--- src/rtl/frmt_pkg.sv ---
// Shared types and constants for the frame region MRU table.
// Holds the request, response and table entry structs and the rank command codes.
// Depends on nothing.
`default_nettype none

package frmt_pkg;

   localparam int ADDR_W = 24;
   localparam int END_W  = 25;
   localparam int DIM_W  = 10;
   localparam int PSZ_W  = 2;
   localparam int SLOT_W = 4;
   localparam int PROD_W = 2 * DIM_W;

   typedef enum logic [1:0] {
      OP_SAVE   = 2'd0,
      OP_FIND   = 2'd1,
      OP_REMOVE = 2'd2,
      OP_FLUSH  = 2'd3
   } op_type;

   typedef struct packed {
      op_type             op;
      logic [ADDR_W-1:0]  address;
      logic [DIM_W-1:0]   width;
      logic [DIM_W-1:0]   height;
      logic [PSZ_W-1:0]   pixel_size;
      logic [DIM_W-1:0]   prev_image_height;
   } req_type;

   typedef struct packed {
      logic               hit;
      logic [SLOT_W-1:0]  slot;
      logic [ADDR_W-1:0]  region_start;
      logic [END_W-1:0]   region_end;
      logic [DIM_W-1:0]   region_width;
      logic [PSZ_W-1:0]   region_size;
      logic               created;
      logic               resized;
      logic               evicted;
   } rsp_type;

   typedef struct packed {
      logic [ADDR_W-1:0]  region_start;
      logic [END_W-1:0]   region_end;
      logic [DIM_W-1:0]   region_width;
      logic [PSZ_W-1:0]   region_size;
   } entry_type;

   typedef enum logic [2:0] {
      RK_NONE   = 3'd0,
      RK_CLEAR  = 3'd1,
      RK_DROP   = 3'd2,
      RK_RAISE  = 3'd3,
      RK_INSERT = 3'd4
   } rank_cmd_type;

endpackage

`default_nettype wire

--- src/rtl/frmt_store.sv ---
// Region entry memory: one write port and one registered read port.
// Uses frmt_pkg for the entry layout.
`default_nettype none

module frmt_store #(
   parameter int ENTRIES = 16
) (
   input  wire logic                         clock,
   input  wire logic [$clog2(ENTRIES)-1:0]   rd_addr,
   output frmt_pkg::entry_type               rd_data,
   input  wire logic                         wr_en,
   input  wire logic [$clog2(ENTRIES)-1:0]   wr_addr,
   input  wire frmt_pkg::entry_type          wr_data
);

   frmt_pkg::entry_type mem [ENTRIES];
   frmt_pkg::entry_type rd_data_ff;

   always_ff @(posedge clock) begin
      if (wr_en) begin
         mem[wr_addr] <= wr_data;
      end
      rd_data_ff <= mem[rd_addr];
   end

   assign rd_data = rd_data_ff;

endmodule

`default_nettype wire

--- src/rtl/frmt_rank.sv ---
// Valid bits and recency ranks of all slots, updated in parallel per command.
// Uses frmt_pkg for the rank command codes.
`default_nettype none

module frmt_rank #(
   parameter int ENTRIES = 16
) (
   input  wire logic                         clock,
   input  wire logic                         reset,
   input  wire frmt_pkg::rank_cmd_type       cmd,
   input  wire logic [$clog2(ENTRIES)-1:0]   cmd_slot,
   input  wire logic [$clog2(ENTRIES)-1:0]   cmd_rank,
   input  wire logic [$clog2(ENTRIES)-1:0]   rd_idx,
   output logic                              rd_valid,
   output logic [$clog2(ENTRIES)-1:0]        rd_rank
);

   localparam int RW = $clog2(ENTRIES);

   logic [ENTRIES-1:0] valid_ff;
   logic [ENTRIES-1:0] valid_in;
   logic [RW-1:0]      rank_ff [ENTRIES];
   logic [RW-1:0]      rank_in [ENTRIES];

   always_comb begin
      for (int j = 0; j < ENTRIES; j++) begin
         valid_in[j] = valid_ff[j];
         rank_in[j]  = rank_ff[j];
         case (cmd)
            frmt_pkg::RK_CLEAR: begin
               valid_in[j] = 1'b0;
            end
            frmt_pkg::RK_DROP: begin
               if (valid_ff[j] && (rank_ff[j] > cmd_rank)) begin
                  rank_in[j] = rank_ff[j] - RW'(1);
               end
               if (RW'(j) == cmd_slot) begin
                  valid_in[j] = 1'b0;
                  rank_in[j]  = '0;
               end
            end
            frmt_pkg::RK_RAISE: begin
               if (valid_ff[j] && (rank_ff[j] < cmd_rank)) begin
                  rank_in[j] = rank_ff[j] + RW'(1);
               end
               if (RW'(j) == cmd_slot) begin
                  rank_in[j] = '0;
               end
            end
            frmt_pkg::RK_INSERT: begin
               if (valid_ff[j]) begin
                  rank_in[j] = rank_ff[j] + RW'(1);
               end
               if (RW'(j) == cmd_slot) begin
                  valid_in[j] = 1'b1;
                  rank_in[j]  = '0;
               end
            end
            default: begin
            end
         endcase
      end
   end

   always_ff @(posedge clock) begin
      if (reset) begin
         valid_ff <= '0;
      end else begin
         valid_ff <= valid_in;
      end
      rank_ff <= rank_in;
   end

   assign rd_valid = valid_ff[rd_idx];
   assign rd_rank  = rank_ff[rd_idx];

endmodule

`default_nettype wire

--- src/rtl/frmt_endcalc.sv ---
// Region end calculator: multiply width by height, then scale and add to the start.
// Two register stages; uses frmt_pkg for field widths.
`default_nettype none

module frmt_endcalc (
   input  wire logic                           clock,
   input  wire logic [frmt_pkg::ADDR_W-1:0]    start_addr,
   input  wire logic [frmt_pkg::DIM_W-1:0]     width,
   input  wire logic [frmt_pkg::DIM_W-1:0]     height,
   input  wire logic [frmt_pkg::PSZ_W-1:0]     size,
   output logic [frmt_pkg::END_W-1:0]          end_addr
);

   localparam int PW = frmt_pkg::PROD_W;
   localparam int EW = frmt_pkg::END_W;

   logic [PW-1:0]                 prod_ff;
   logic [PW-1:0]                 prod_in;
   logic [frmt_pkg::ADDR_W-1:0]   start_ff;
   logic [frmt_pkg::PSZ_W-1:0]    size_ff;
   logic [PW+2:0]                 scaled;
   logic [EW-1:0]                 end_ff;
   logic [EW-1:0]                 end_in;

   assign prod_in = PW'(width) * PW'(height);

   always_comb begin
      scaled = {3'b000, prod_ff} << size_ff;
      end_in = EW'(start_ff) + EW'(scaled[PW+2:1]) - EW'(1);
   end

   always_ff @(posedge clock) begin
      prod_ff  <= prod_in;
      start_ff <= start_addr;
      size_ff  <= size;
      end_ff   <= end_in;
   end

   assign end_addr = end_ff;

endmodule

`default_nettype wire

--- src/rtl/frame_region_mru_table_top.sv ---
// Frame region MRU table: sequencer that walks the slots one per cycle through the
// entry memory's single read port, sharing one compare unit and one end calculator.
// Find and remove: scan every slot, then strobe from the decide state. Save: the same scan,
// after a trim of the top region and before a create state when needed. Flush: strobe registered at the accepting edge.
// The block takes one item at a time; busy is high until the strobe cycle.
// Synchronous reset empties the table at once; entry contents are not cleared.
`default_nettype none

module frame_region_mru_table_top #(
   parameter int ENTRIES = 16
) (
   input  wire logic              clock,
   input  wire logic              reset,
   input  wire logic              start,
   output logic                   busy,
   input  wire frmt_pkg::req_type req_data,
   output logic                   rsp_strobe,
   output frmt_pkg::rsp_type      rsp_data
);

   localparam int RW = $clog2(ENTRIES);
   localparam int CW = $clog2(ENTRIES + 1);
   localparam int SW = frmt_pkg::SLOT_W;
   localparam int EW = frmt_pkg::END_W;
   localparam int DW = frmt_pkg::DIM_W;

   typedef enum logic [2:0] {
      S_IDLE,
      S_TRIM_MUL,
      S_TRIM_ADD,
      S_TRIM_WR,
      S_SCAN,
      S_SCAN_LAST,
      S_DECIDE,
      S_CREATE
   } state_type;

   state_type               state_ff, state_in;
   frmt_pkg::req_type       req_ff, req_in;
   logic [RW-1:0]           idx_ff, idx_in;
   logic                    chk_ff, chk_in;
   logic [RW-1:0]           chk_idx_ff, chk_idx_in;
   logic                    found_ff, found_in;
   logic [RW-1:0]           best_slot_ff, best_slot_in;
   logic [RW-1:0]           best_rank_ff, best_rank_in;
   frmt_pkg::entry_type     best_ent_ff, best_ent_in;
   logic                    free_found_ff, free_found_in;
   logic [RW-1:0]           free_slot_ff, free_slot_in;
   logic [RW-1:0]           aux_slot_ff, aux_slot_in;
   logic [RW-1:0]           new_slot_ff, new_slot_in;
   logic                    evict_ff, evict_in;
   logic [CW-1:0]           count_ff, count_in;
   logic [RW-1:0]           top_ff, top_in;
   logic                    rsp_strobe_ff, rsp_strobe_in;
   frmt_pkg::rsp_type       rsp_ff, rsp_in;

   logic [RW-1:0]           rd_addr;
   frmt_pkg::entry_type     rd_data;
   logic                    wr_en;
   logic [RW-1:0]           wr_addr;
   frmt_pkg::entry_type     wr_data;
   frmt_pkg::rank_cmd_type  rk_cmd;
   logic [RW-1:0]           rk_slot;
   logic [RW-1:0]           rk_rank;
   logic                    rk_valid;
   logic [RW-1:0]           rk_rank_rd;
   logic [frmt_pkg::ADDR_W-1:0] calc_start;
   logic [DW-1:0]           calc_w;
   logic [DW-1:0]           calc_h;
   logic [frmt_pkg::PSZ_W-1:0]  calc_sz;
   logic [EW-1:0]           calc_end;
   logic [RW-1:0]           aux_target;
   logic                    contains;
   logic                    cand;
   logic                    better;

   frmt_store #(.ENTRIES(ENTRIES)) u_store (
      .clock   (clock),
      .rd_addr (rd_addr),
      .rd_data (rd_data),
      .wr_en   (wr_en),
      .wr_addr (wr_addr),
      .wr_data (wr_data)
   );

   frmt_rank #(.ENTRIES(ENTRIES)) u_rank (
      .clock    (clock),
      .reset    (reset),
      .cmd      (rk_cmd),
      .cmd_slot (rk_slot),
      .cmd_rank (rk_rank),
      .rd_idx   (chk_idx_ff),
      .rd_valid (rk_valid),
      .rd_rank  (rk_rank_rd)
   );

   frmt_endcalc u_endcalc (
      .clock      (clock),
      .start_addr (calc_start),
      .width      (calc_w),
      .height     (calc_h),
      .size       (calc_sz),
      .end_addr   (calc_end)
   );

   always_comb begin
      state_in      = state_ff;
      req_in        = req_ff;
      idx_in        = idx_ff;
      chk_in        = 1'b0;
      chk_idx_in    = chk_idx_ff;
      found_in      = found_ff;
      best_slot_in  = best_slot_ff;
      best_rank_in  = best_rank_ff;
      best_ent_in   = best_ent_ff;
      free_found_in = free_found_ff;
      free_slot_in  = free_slot_ff;
      aux_slot_in   = aux_slot_ff;
      new_slot_in   = new_slot_ff;
      evict_in      = evict_ff;
      count_in      = count_ff;
      top_in        = top_ff;
      rsp_strobe_in = 1'b0;
      rsp_in        = rsp_ff;
      rd_addr       = idx_ff;
      wr_en         = 1'b0;
      wr_addr       = best_slot_ff;
      wr_data       = best_ent_ff;
      rk_cmd        = frmt_pkg::RK_NONE;
      rk_slot       = best_slot_ff;
      rk_rank       = best_rank_ff;
      calc_start    = req_ff.address;
      calc_w        = req_ff.width;
      calc_h        = req_ff.height;
      calc_sz       = req_ff.pixel_size;

      aux_target = (req_ff.op == frmt_pkg::OP_REMOVE) ? RW'(1) : RW'(count_ff - CW'(1));
      contains   = (rd_data.region_start <= req_ff.address) &&
                   (rd_data.region_end >= EW'(req_ff.address));
      if (req_ff.op == frmt_pkg::OP_REMOVE) begin
         cand   = rk_valid && (rd_data.region_start == req_ff.address);
         better = !found_ff || (rk_rank_rd > best_rank_ff);
      end else begin
         cand   = rk_valid && contains;
         better = !found_ff || (rk_rank_rd < best_rank_ff);
      end

      if (chk_ff) begin
         if (cand && better) begin
            found_in     = 1'b1;
            best_slot_in = chk_idx_ff;
            best_rank_in = rk_rank_rd;
            best_ent_in  = rd_data;
         end
         if (!rk_valid && !free_found_ff) begin
            free_found_in = 1'b1;
            free_slot_in  = chk_idx_ff;
         end
         if (rk_valid && (rk_rank_rd == aux_target)) begin
            aux_slot_in = chk_idx_ff;
         end
      end

      case (state_ff)
         S_IDLE: begin
            rd_addr = top_ff;
            if (start) begin
               req_in        = req_data;
               idx_in        = '0;
               found_in      = 1'b0;
               free_found_in = 1'b0;
               evict_in      = 1'b0;
               case (req_data.op)
                  frmt_pkg::OP_FLUSH: begin
                     rk_cmd        = frmt_pkg::RK_CLEAR;
                     count_in      = '0;
                     rsp_strobe_in = 1'b1;
                     rsp_in        = '0;
                  end
                  frmt_pkg::OP_SAVE: begin
                     if ((count_ff != '0) && (req_data.prev_image_height > DW'(1))) begin
                        state_in = S_TRIM_MUL;
                     end else begin
                        state_in = S_SCAN;
                     end
                  end
                  default: begin
                     state_in = S_SCAN;
                  end
               endcase
            end
         end
         S_TRIM_MUL: begin
            calc_start  = rd_data.region_start;
            calc_w      = rd_data.region_width;
            calc_h      = req_ff.prev_image_height;
            calc_sz     = rd_data.region_size;
            best_ent_in = rd_data;
            state_in    = S_TRIM_ADD;
         end
         S_TRIM_ADD: begin
            state_in = S_TRIM_WR;
         end
         S_TRIM_WR: begin
            wr_en              = 1'b1;
            wr_addr            = top_ff;
            wr_data            = best_ent_ff;
            wr_data.region_end = calc_end;
            state_in           = S_SCAN;
         end
         S_SCAN: begin
            rd_addr    = idx_ff;
            chk_in     = 1'b1;
            chk_idx_in = idx_ff;
            idx_in     = idx_ff + RW'(1);
            if (idx_ff == RW'(ENTRIES - 1)) begin
               state_in = S_SCAN_LAST;
            end
         end
         S_SCAN_LAST: begin
            state_in = S_DECIDE;
         end
         S_DECIDE: begin
            state_in = S_IDLE;
            case (req_ff.op)
               frmt_pkg::OP_FIND, frmt_pkg::OP_REMOVE: begin
                  rsp_strobe_in = 1'b1;
                  rsp_in        = '0;
                  if (found_ff) begin
                     rsp_in.hit          = 1'b1;
                     rsp_in.slot         = SW'(best_slot_ff);
                     rsp_in.region_start = best_ent_ff.region_start;
                     rsp_in.region_end   = best_ent_ff.region_end;
                     rsp_in.region_width = best_ent_ff.region_width;
                     rsp_in.region_size  = best_ent_ff.region_size;
                     if (req_ff.op == frmt_pkg::OP_REMOVE) begin
                        rk_cmd   = frmt_pkg::RK_DROP;
                        count_in = count_ff - CW'(1);
                        if (best_rank_ff == '0) begin
                           top_in = aux_slot_ff;
                        end
                     end
                  end
               end
               frmt_pkg::OP_SAVE: begin
                  if (found_ff && (best_ent_ff.region_start == req_ff.address) &&
                      (best_ent_ff.region_width == req_ff.width)) begin
                     rk_cmd              = frmt_pkg::RK_RAISE;
                     top_in              = best_slot_ff;
                     rsp_strobe_in       = 1'b1;
                     rsp_in              = '0;
                     rsp_in.hit          = 1'b1;
                     rsp_in.slot         = SW'(best_slot_ff);
                     rsp_in.region_start = best_ent_ff.region_start;
                     rsp_in.region_end   = best_ent_ff.region_end;
                     rsp_in.region_width = best_ent_ff.region_width;
                     rsp_in.region_size  = req_ff.pixel_size;
                     if (best_ent_ff.region_size != req_ff.pixel_size) begin
                        wr_en               = 1'b1;
                        wr_data.region_size = req_ff.pixel_size;
                        rsp_in.resized      = 1'b1;
                     end
                  end else if (found_ff) begin
                     rk_cmd   = frmt_pkg::RK_DROP;
                     count_in = count_ff - CW'(1);
                     if (free_found_ff && (free_slot_ff < best_slot_ff)) begin
                        new_slot_in = free_slot_ff;
                     end else begin
                        new_slot_in = best_slot_ff;
                     end
                     state_in = S_CREATE;
                  end else if (count_ff == CW'(ENTRIES)) begin
                     rk_cmd      = frmt_pkg::RK_DROP;
                     rk_slot     = aux_slot_ff;
                     rk_rank     = aux_target;
                     count_in    = count_ff - CW'(1);
                     evict_in    = 1'b1;
                     new_slot_in = aux_slot_ff;
                     state_in    = S_CREATE;
                  end else begin
                     new_slot_in = free_slot_ff;
                     state_in    = S_CREATE;
                  end
               end
               default: begin
               end
            endcase
         end
         S_CREATE: begin
            rk_cmd               = frmt_pkg::RK_INSERT;
            rk_slot              = new_slot_ff;
            wr_en                = 1'b1;
            wr_addr              = new_slot_ff;
            wr_data.region_start = req_ff.address;
            wr_data.region_end   = calc_end;
            wr_data.region_width = req_ff.width;
            wr_data.region_size  = req_ff.pixel_size;
            count_in             = count_ff + CW'(1);
            top_in               = new_slot_ff;
            rsp_strobe_in        = 1'b1;
            rsp_in               = '0;
            rsp_in.hit           = 1'b1;
            rsp_in.slot          = SW'(new_slot_ff);
            rsp_in.region_start  = req_ff.address;
            rsp_in.region_end    = calc_end;
            rsp_in.region_width  = req_ff.width;
            rsp_in.region_size   = req_ff.pixel_size;
            rsp_in.created       = 1'b1;
            rsp_in.evicted       = evict_ff;
            state_in             = S_IDLE;
         end
         default: begin
            state_in = S_IDLE;
         end
      endcase
   end

   always_ff @(posedge clock) begin
      if (reset) begin
         state_ff      <= S_IDLE;
         chk_ff        <= 1'b0;
         count_ff      <= '0;
         top_ff        <= '0;
         rsp_strobe_ff <= 1'b0;
      end else begin
         state_ff      <= state_in;
         chk_ff        <= chk_in;
         count_ff      <= count_in;
         top_ff        <= top_in;
         rsp_strobe_ff <= rsp_strobe_in;
      end
      req_ff        <= req_in;
      idx_ff        <= idx_in;
      chk_idx_ff    <= chk_idx_in;
      found_ff      <= found_in;
      best_slot_ff  <= best_slot_in;
      best_rank_ff  <= best_rank_in;
      best_ent_ff   <= best_ent_in;
      free_found_ff <= free_found_in;
      free_slot_ff  <= free_slot_in;
      aux_slot_ff   <= aux_slot_in;
      new_slot_ff   <= new_slot_in;
      evict_ff      <= evict_in;
      rsp_ff        <= rsp_in;
   end

   assign busy       = (state_ff != S_IDLE);
   assign rsp_strobe = rsp_strobe_ff;
   assign rsp_data   = rsp_ff;

endmodule

`default_nettype wire
--- config.mk ---
export PLATFORM = sky130hd
export DESIGN_NAME = frame_region_mru_table_top
export DESIGN_NICKNAME = d
export VERILOG_FILES = /design/src/rtl/frmt_pkg.sv /design/src/rtl/frmt_store.sv /design/src/rtl/frmt_rank.sv /design/src/rtl/frmt_endcalc.sv /design/src/rtl/frame_region_mru_table_top.sv
export SDC_FILE = /design/constraint.sdc
export NUM_CORES = 2
export LEC_CHECK = 0
export BUFFER_PORTS_ARGS = -buffer_cell sky130_fd_sc_hd__buf_2
export CAP_MARGIN = 20
export CELL_PAD_IN_SITES_DETAIL_PLACEMENT = 0
export CELL_PAD_IN_SITES_GLOBAL_PLACEMENT = 1
export CORE_MARGIN = 2
export CORE_UTILIZATION = 45
export CTS_CLUSTER_SIZE = 24
export DETAILED_ROUTE_END_ITERATION = 10
export GPL_ROUTABILITY_DRIVEN = 0
export PLACE_DENSITY_LB_ADDON = 0.1
export SLEW_MARGIN = 10
export SYNTH_ARGS = -nofsm -noshare
export SYNTH_HDL_FRONTEND = slang
export SYNTH_SLANG_ARGS = --single-unit
--- constraint.sdc ---
create_clock -name clock -period 6.1 [get_ports clock]
set_input_delay 1.22 -clock clock [delete_from_list [all_inputs] [get_ports clock]]
set_output_delay 1.22 -clock clock [all_outputs]
set_load 0.01 [all_outputs]
Yosys cells after proc, flatten, opt, wreduce, memory -nomap -nowiden

Memory sizes are Yosys's and may differ from the RTL's. A register that Yosys moved wholly into a read port is not among the register bits.
Index checks and enable logic that the tools add are counted.

Register bits after elaboration: 384
Bits in writable memories: 976
Input bits: 61
Memories kept: 1

Memories:

| name        | depth | width | read ports | clocked after Yosys merged registers in | write ports | RTL line         | text |
|---|---|---|---|---|---|---|---|
| u_store.mem | 16    | 61    | 1          | 1                                       | 1           | frmt_store.sv:16 | `frmt_pkg::entry_type mem [ENTRIES];` |

Add/sub/neg operators: 37
Multipliers: 1
Order comparisons: 40
Eq/ne operators: 131
Shift operators: 1
Multiplexer cells: 260
Bitwise logic cells: 2
Reductions and logical operators: 108

Operator list:

| kind                | count |
|---|---|
| $mux 4              | 117 |
| $mux 69             | 3 |
| $pmux 69 s3         | 1 |
| $pmux 4 s3          | 16 |
| $mux 61             | 3 |
| $ne 3x1->1 const B  | 49 |
| $pmux 69 s2         | 1 |
| $pmux 59 s2         | 1 |
| $lt 4x4->1          | 18 |
| $add 4x1->4 const B | 17 |
| $gt 4x4->1          | 17 |
| $ne 2x1->1 const B  | 34 |
| $mux 66             | 1 |
| $reduce_and 4->1    | 16 |
| $sub 4x1->4 const B | 16 |
| $mux 1              | 59 |
| $reduce_and 3->1    | 18 |
| $pmux 1 s3          | 17 |
| $eq 24x24->1        | 2 |
| $logic_and 1x1->1   | 42 |
| $pmux 4 s2          | 5 |
| $mux 5              | 7 |
| $eq 4x4->1 const A  | 8 |
| $add 24x22->25      | 1 |
| other kinds (54)    | 111 |

Longest topological paths before layout

Depth in word-level cells: 12
Gate-level depth with buffers: 26
Depth with buffers taken out: 22

Cells and area by module

A second synthesis with hierarchy kept.

Cells, all modules: 4,069
Area total of the unflattened synthesis: 63,686.1 µm²

Modules (own cells, without submodules):

| module                     | times used | cells each | area an instance (µm²) | sequential area each (µm²) |
|---|---|---|---|---|
| frmt_store                 | 1          | 1,572      | 37,765.0               | 30,529.3 |
| frame_region_mru_table_top | 1          | 1,017      | 11,940.2               | 6,836.6 |
| frmt_rank                  | 1          | 702        | 6,991.7                | 2,242.2 |
| frmt_endcalc               | 1          | 778        | 6,989.2                | 1,421.4 |

Worst setup path after synthesis

No wires, ideal clock.

Kind: register to register
Start: register state_ff[2]
End: register u_endcalc.prod_ff[18]
Library setup time: 0.072 ns
Arrival time: 6.400 ns
Setup slack: -0.373 ns
Cell stages (with the launch flop): 24
Period minus slack after synthesis: 6.473 ns
Path through: dfxtp_1 > clkbuf_2 > buf_2 > nor3b_1 > buf_2 > mux2i_1 > nor2_1 > fa_1 > fa_1 > inv_1 > fa_1 > inv_1 > fa_1 > inv_1 > fa_1 > inv_1 > ha_1 > or3_1 > o22ai_1 > o21ai_0 > o41a_1 > a211o_1 > a21oi_1 > xnor2_1

Word-level cells in the longest chain between the ends: 3
Elaborated cells between the ends (all ways): 4
Classes of those cells: mul: 1; eq/ne: 1; mux: 2

RTL lines:

| item                      | RTL line                          | text |
|---|---|---|
| from (decl)               | frame_region_mru_table_top.sv:38  | `state_type state_ff, state_in;` |
| from (signal assigned)    | frame_region_mru_table_top.sv:326 | `state_ff <= state_in;` |
| $eq 3x1->1 *              | frame_region_mru_table_top.sv:164 | `case (state_ff)` |
| $mux 10                   | frame_region_mru_table_top.sv:164 |  |
| $mul 10x10->20 *          | frmt_endcalc.sv:25                | `assign prod_in = PW'(width) * PW'(height);` |
| via u_endcalc.prod_in[18] | frmt_endcalc.sv:18                | `logic [PW-1:0] prod_in;` |
| to (signal assigned)      | frmt_endcalc.sv:33                | `prod_ff <= prod_in;` |
| to (decl)                 | frmt_endcalc.sv:17                | `logic [PW-1:0] prod_ff;` |

Mark *: on every way through the listed nets, which the timed path passes. The rest lies on a longest branch.
A chain may end at the register's enable or synchronous reset.

Final worst setup path

Ends and elaborated chain as after synthesis.

==> results.sh <==
export IMPL_fillCellCount=12373
export IMPL_area_delta_synth_final_pct=13.90
export IMPL_yosys_warnings=0
export IMPL_ir_drop_uv=1423
export IMPL_synth_cell_area_mm2=0.06506
export IMPL_grt_max_degree=127
export IMPL_ys_seq_area_frac=0.6307
export IMPL_hold_violations=0
export IMPL_r2r_start="state_ff[2]$_SDFFE_PP0P_"
export IMPL_wire_per_inst_um=25.64
export IMPL_routed_wl_um=187300
export IMPL_ys_types=89
export IMPL_drcViolationCount=0
export IMPL_required_ns=6.79
export IMPL_crit_chain="nor3b_4, buf_12, mux2_2, nand2_1, fa_1, inv_1, fa_1, inv_1, fa_1, inv_1, fa_1, inv_1, fa_1, inv_1, ha_1, or3_1, o22ai_2, o21ai_1, o41a_1, a211o_1, a21oi_1, xnor2_1"
export IMPL_track_usage=0.2524
export IMPL_maxCapViolations=0
export IMPL_grt_pass1_wl_um=274000
export IMPL_avgSynthCellArea_um2=12.71
export IMPL_synth_net_count=5500
export IMPL_drt_first_iter_violations=3473
export IMPL_grt_pass1_vias=40564
export IMPL_synth_top_area_share=0.5802
export IMPL_holdCritPathClass="reg -> reg"
export IMPL_first_pass_iters=6
export IMPL_vias=41980
export IMPL_crit_type="reg -> reg"
export IMPL_die_height_um=384.2
export IMPL_cts_htree_levels=4
export IMPL_fp_row_count=139
export IMPL_crit_path_top_delay_cell="fa_1"
export IMPL_outcome="finished, final reports clean"
export IMPL_p_leak_nw=26.65
export IMPL_grt_ovfl_total=0
export IMPL_fp_dieW_um=384.2
export IMPL_grt_antenna_before_repair=4
export IMPL_die_area_mm2=0.1476
export IMPL_clock_sinks=1421
export IMPL_final_antenna_net_count=0
export IMPL_finalCritPeriodShare=0.9530
export IMPL_setup_viol=0
export IMPL_root_buffer="clkbuf_16"
export IMPL_post_place_ws_ns=0.1664
export IMPL_multiInputGateArea_mm2=0.02234
export IMPL_startpoint="state_ff[2]$_SDFFE_PP0P_"
export IMPL_layout_drive_gt1_share=0.1222
export IMPL_power_total_mw=46.66
export IMPL_fmax_ghz=0.1720
export IMPL_core_mm2=0.1435
export IMPL_fin_cells=7307
export IMPL_startpoint_type="flop"
export IMPL_synth_seq_cells=1421
export IMPL_nets=5651
export IMPL_numCtsBuffers=157
export IMPL_slew_viol_final=0
export IMPL_port_buffers=131
export IMPL_dp_hpwl_um=117100
export IMPL_synth_top_cell_by_area="edfxtp_1"
export IMPL_setup_worst_path_end_class="flop"
export IMPL_synth_area_leaders="edfxtp_1, dfxtp_1, ha_1"
export IMPL_regArea_mm2=0.04103
export IMPL_worst_slew_pin_slew_ns=1.077
export IMPL_io_pins=132
export IMPL_synth_common_cells="edfxtp_1, nand2_1, a211oi_1, ha_1, nor2_1"
export IMPL_relSlewSlack=0.2745
export IMPL_cts_tree="yes"
export IMPL_synth_edf_count=1257
export IMPL_dpl_cell_count=7008
export IMPL_viasPerCell=5.745
export IMPL_async_flop_share=0
export IMPL_critPathMaxFanout=13
export IMPL_synthCells=5118
export IMPL_crit_arrival_ns=6.50
export IMPL_start_util=0.4534
export IMPL_synth_most_common_cell="edfxtp_1"
export IMPL_synth_ff_type="edfxtp_1"
export IMPL_critPathMaxStageDelay_ns=0.53
export IMPL_clock_latency_ns=0.81
export IMPL_worst_clock_skew_ns=0.05139
export IMPL_worst_slack_ns=0.2870
export IMPL_clkTransAtPathRegs_ns=0.06
export IMPL_power_density_mw_per_mm2=629.7
export IMPL_finalCriticalPeriod_ns=5.813
export IMPL_cts_buffer_depth=3
export IMPL_min_from="u_store.rd_data[1]$_DFF_P_"
layout by cell type (no fill, tap or decap), types with 43 or more instances in the layout:
cell type     n
a311oi_1    124
mux2i_1      68
clkbuf_16   159
nand2_1     712
a21oi_1     222
xnor2_1      50
clkbuf_1     45
and2_1      242
buf_4       102
o21ai_0     141
dfxtp_1     164
nor2_1      229
buf_2       132
ha_1        258
edfxtp_1   1257
xor2_1       61
a211oi_1    327
mux2_2       43
a31oi_1     127
inv_1       225
fa_1         63
nand4_1      48
metal layers:
metal | vias to the layer above | part of all wire | track usage
li1 | 19359 | - | -
met1 | 21195 | 0.46 | 0.3661
met2 | 1183 | 0.46 | 0.3963
met3 | 243 | 0.055 | 0.03554
met4 | 0 | 0.026 | 0.07190
met5 | - | 0 | 0
final cells by class:
cell class,count,share of cell area
inverter,229,0.01160
multi-input combinational,3186,0.3015
timing repair buffer,274,0.03000
clock buffer,226,0.05991
antenna,1,0.00003377
sequential,1421,0.5537
clock inverter,67,0.01118
tap,1903,0.03213
cell families (layout without fill, tap and decap cells):
logic type | count (synthesis) | in the layout | share of synthesized area
mux | 147 | 147 | 0.02891
other cells | 0 | 1 | 0
flops | 1421 | 1421 | 0.6307
buf+inv | 511 | 796 | 0.03068
simple gates | 1485 | 1485 | 0.1077
fa+ha+maj | 321 | 321 | 0.06901
xor+xnor | 111 | 111 | 0.01494
compound gates | 1122 | 1122 | 0.1181
through the flow:
| step | TNS (ns) | hold WS (ns) | area (um2) | util |
|---|---|---|---|---|
| finish | 0 | 0.4318 | 74100 | 0.5165 |
| global route | -0.01058 | 0.4467 | 74100 | 0.5164 |
| floorplan | -0.08829 | 0.4027 | 65070 | - |
| CTS | 0 | 0.4331 | 74010 | 0.5158 |
| detailed placement | 0 | 0.4171 | 68750 | 0.4791 |
| global placement | 0 | 0.4136 | 68710 | 0.4789 |
worst max-delay path, delay by kind of cell, from the launching register on:
kind	cells	cell delay (ns)
muxes	1	0.24
AOI/OAI and AO/OA	5	1.09
and+or+nand+nor	3	0.77
adders and majority gates	6	2.68
DFF	1	0.33
buffers and inverters	6	0.45
xor gates and xnor gates	1	0.13
power breakdown:
| group | switching (mW) | internal, mW |
|---|---|---|
| logic | 14.5 | 9.17 |
| registers | 0.882 | 12.5 |
| clock network | 4.02 | 5.55 |
| total | 19.4 | 27.2 |
final timing paths:
path                                    to  slack (ns)  cells past startpoint
max reg2reg  u_endcalc.prod_ff[18]$_DFF_P_        0.29                     22
min reg2reg       best_ent_ff[1]$_DFFE_PP_        0.43                      0
min               best_ent_ff[1]$_DFFE_PP_        0.43                      0
max          u_endcalc.prod_ff[18]$_DFF_P_        0.29                     22
state kept, by name, summed over array words and instances (netlist names), 16 cells and up:
name                count
u_endcalc.start_ff     24
rsp_data               69
u_store.mem           976
best_ent_ff            61
u_endcalc.end_addr     25
u_store.rd_data        61
u_endcalc.prod_ff      20
u_rank.valid_ff        16
req_ff                 58
u_rank.rank_ff         64
timing repair:
action | 4_1_cts | 5_1_grt
setup buffers | 0 | 1
gates resized for setup | 0 | 8
hold buffers | 0 | 0
setup endpoints to repair | 0 | 6
Power figures use the tool's default switching activity.
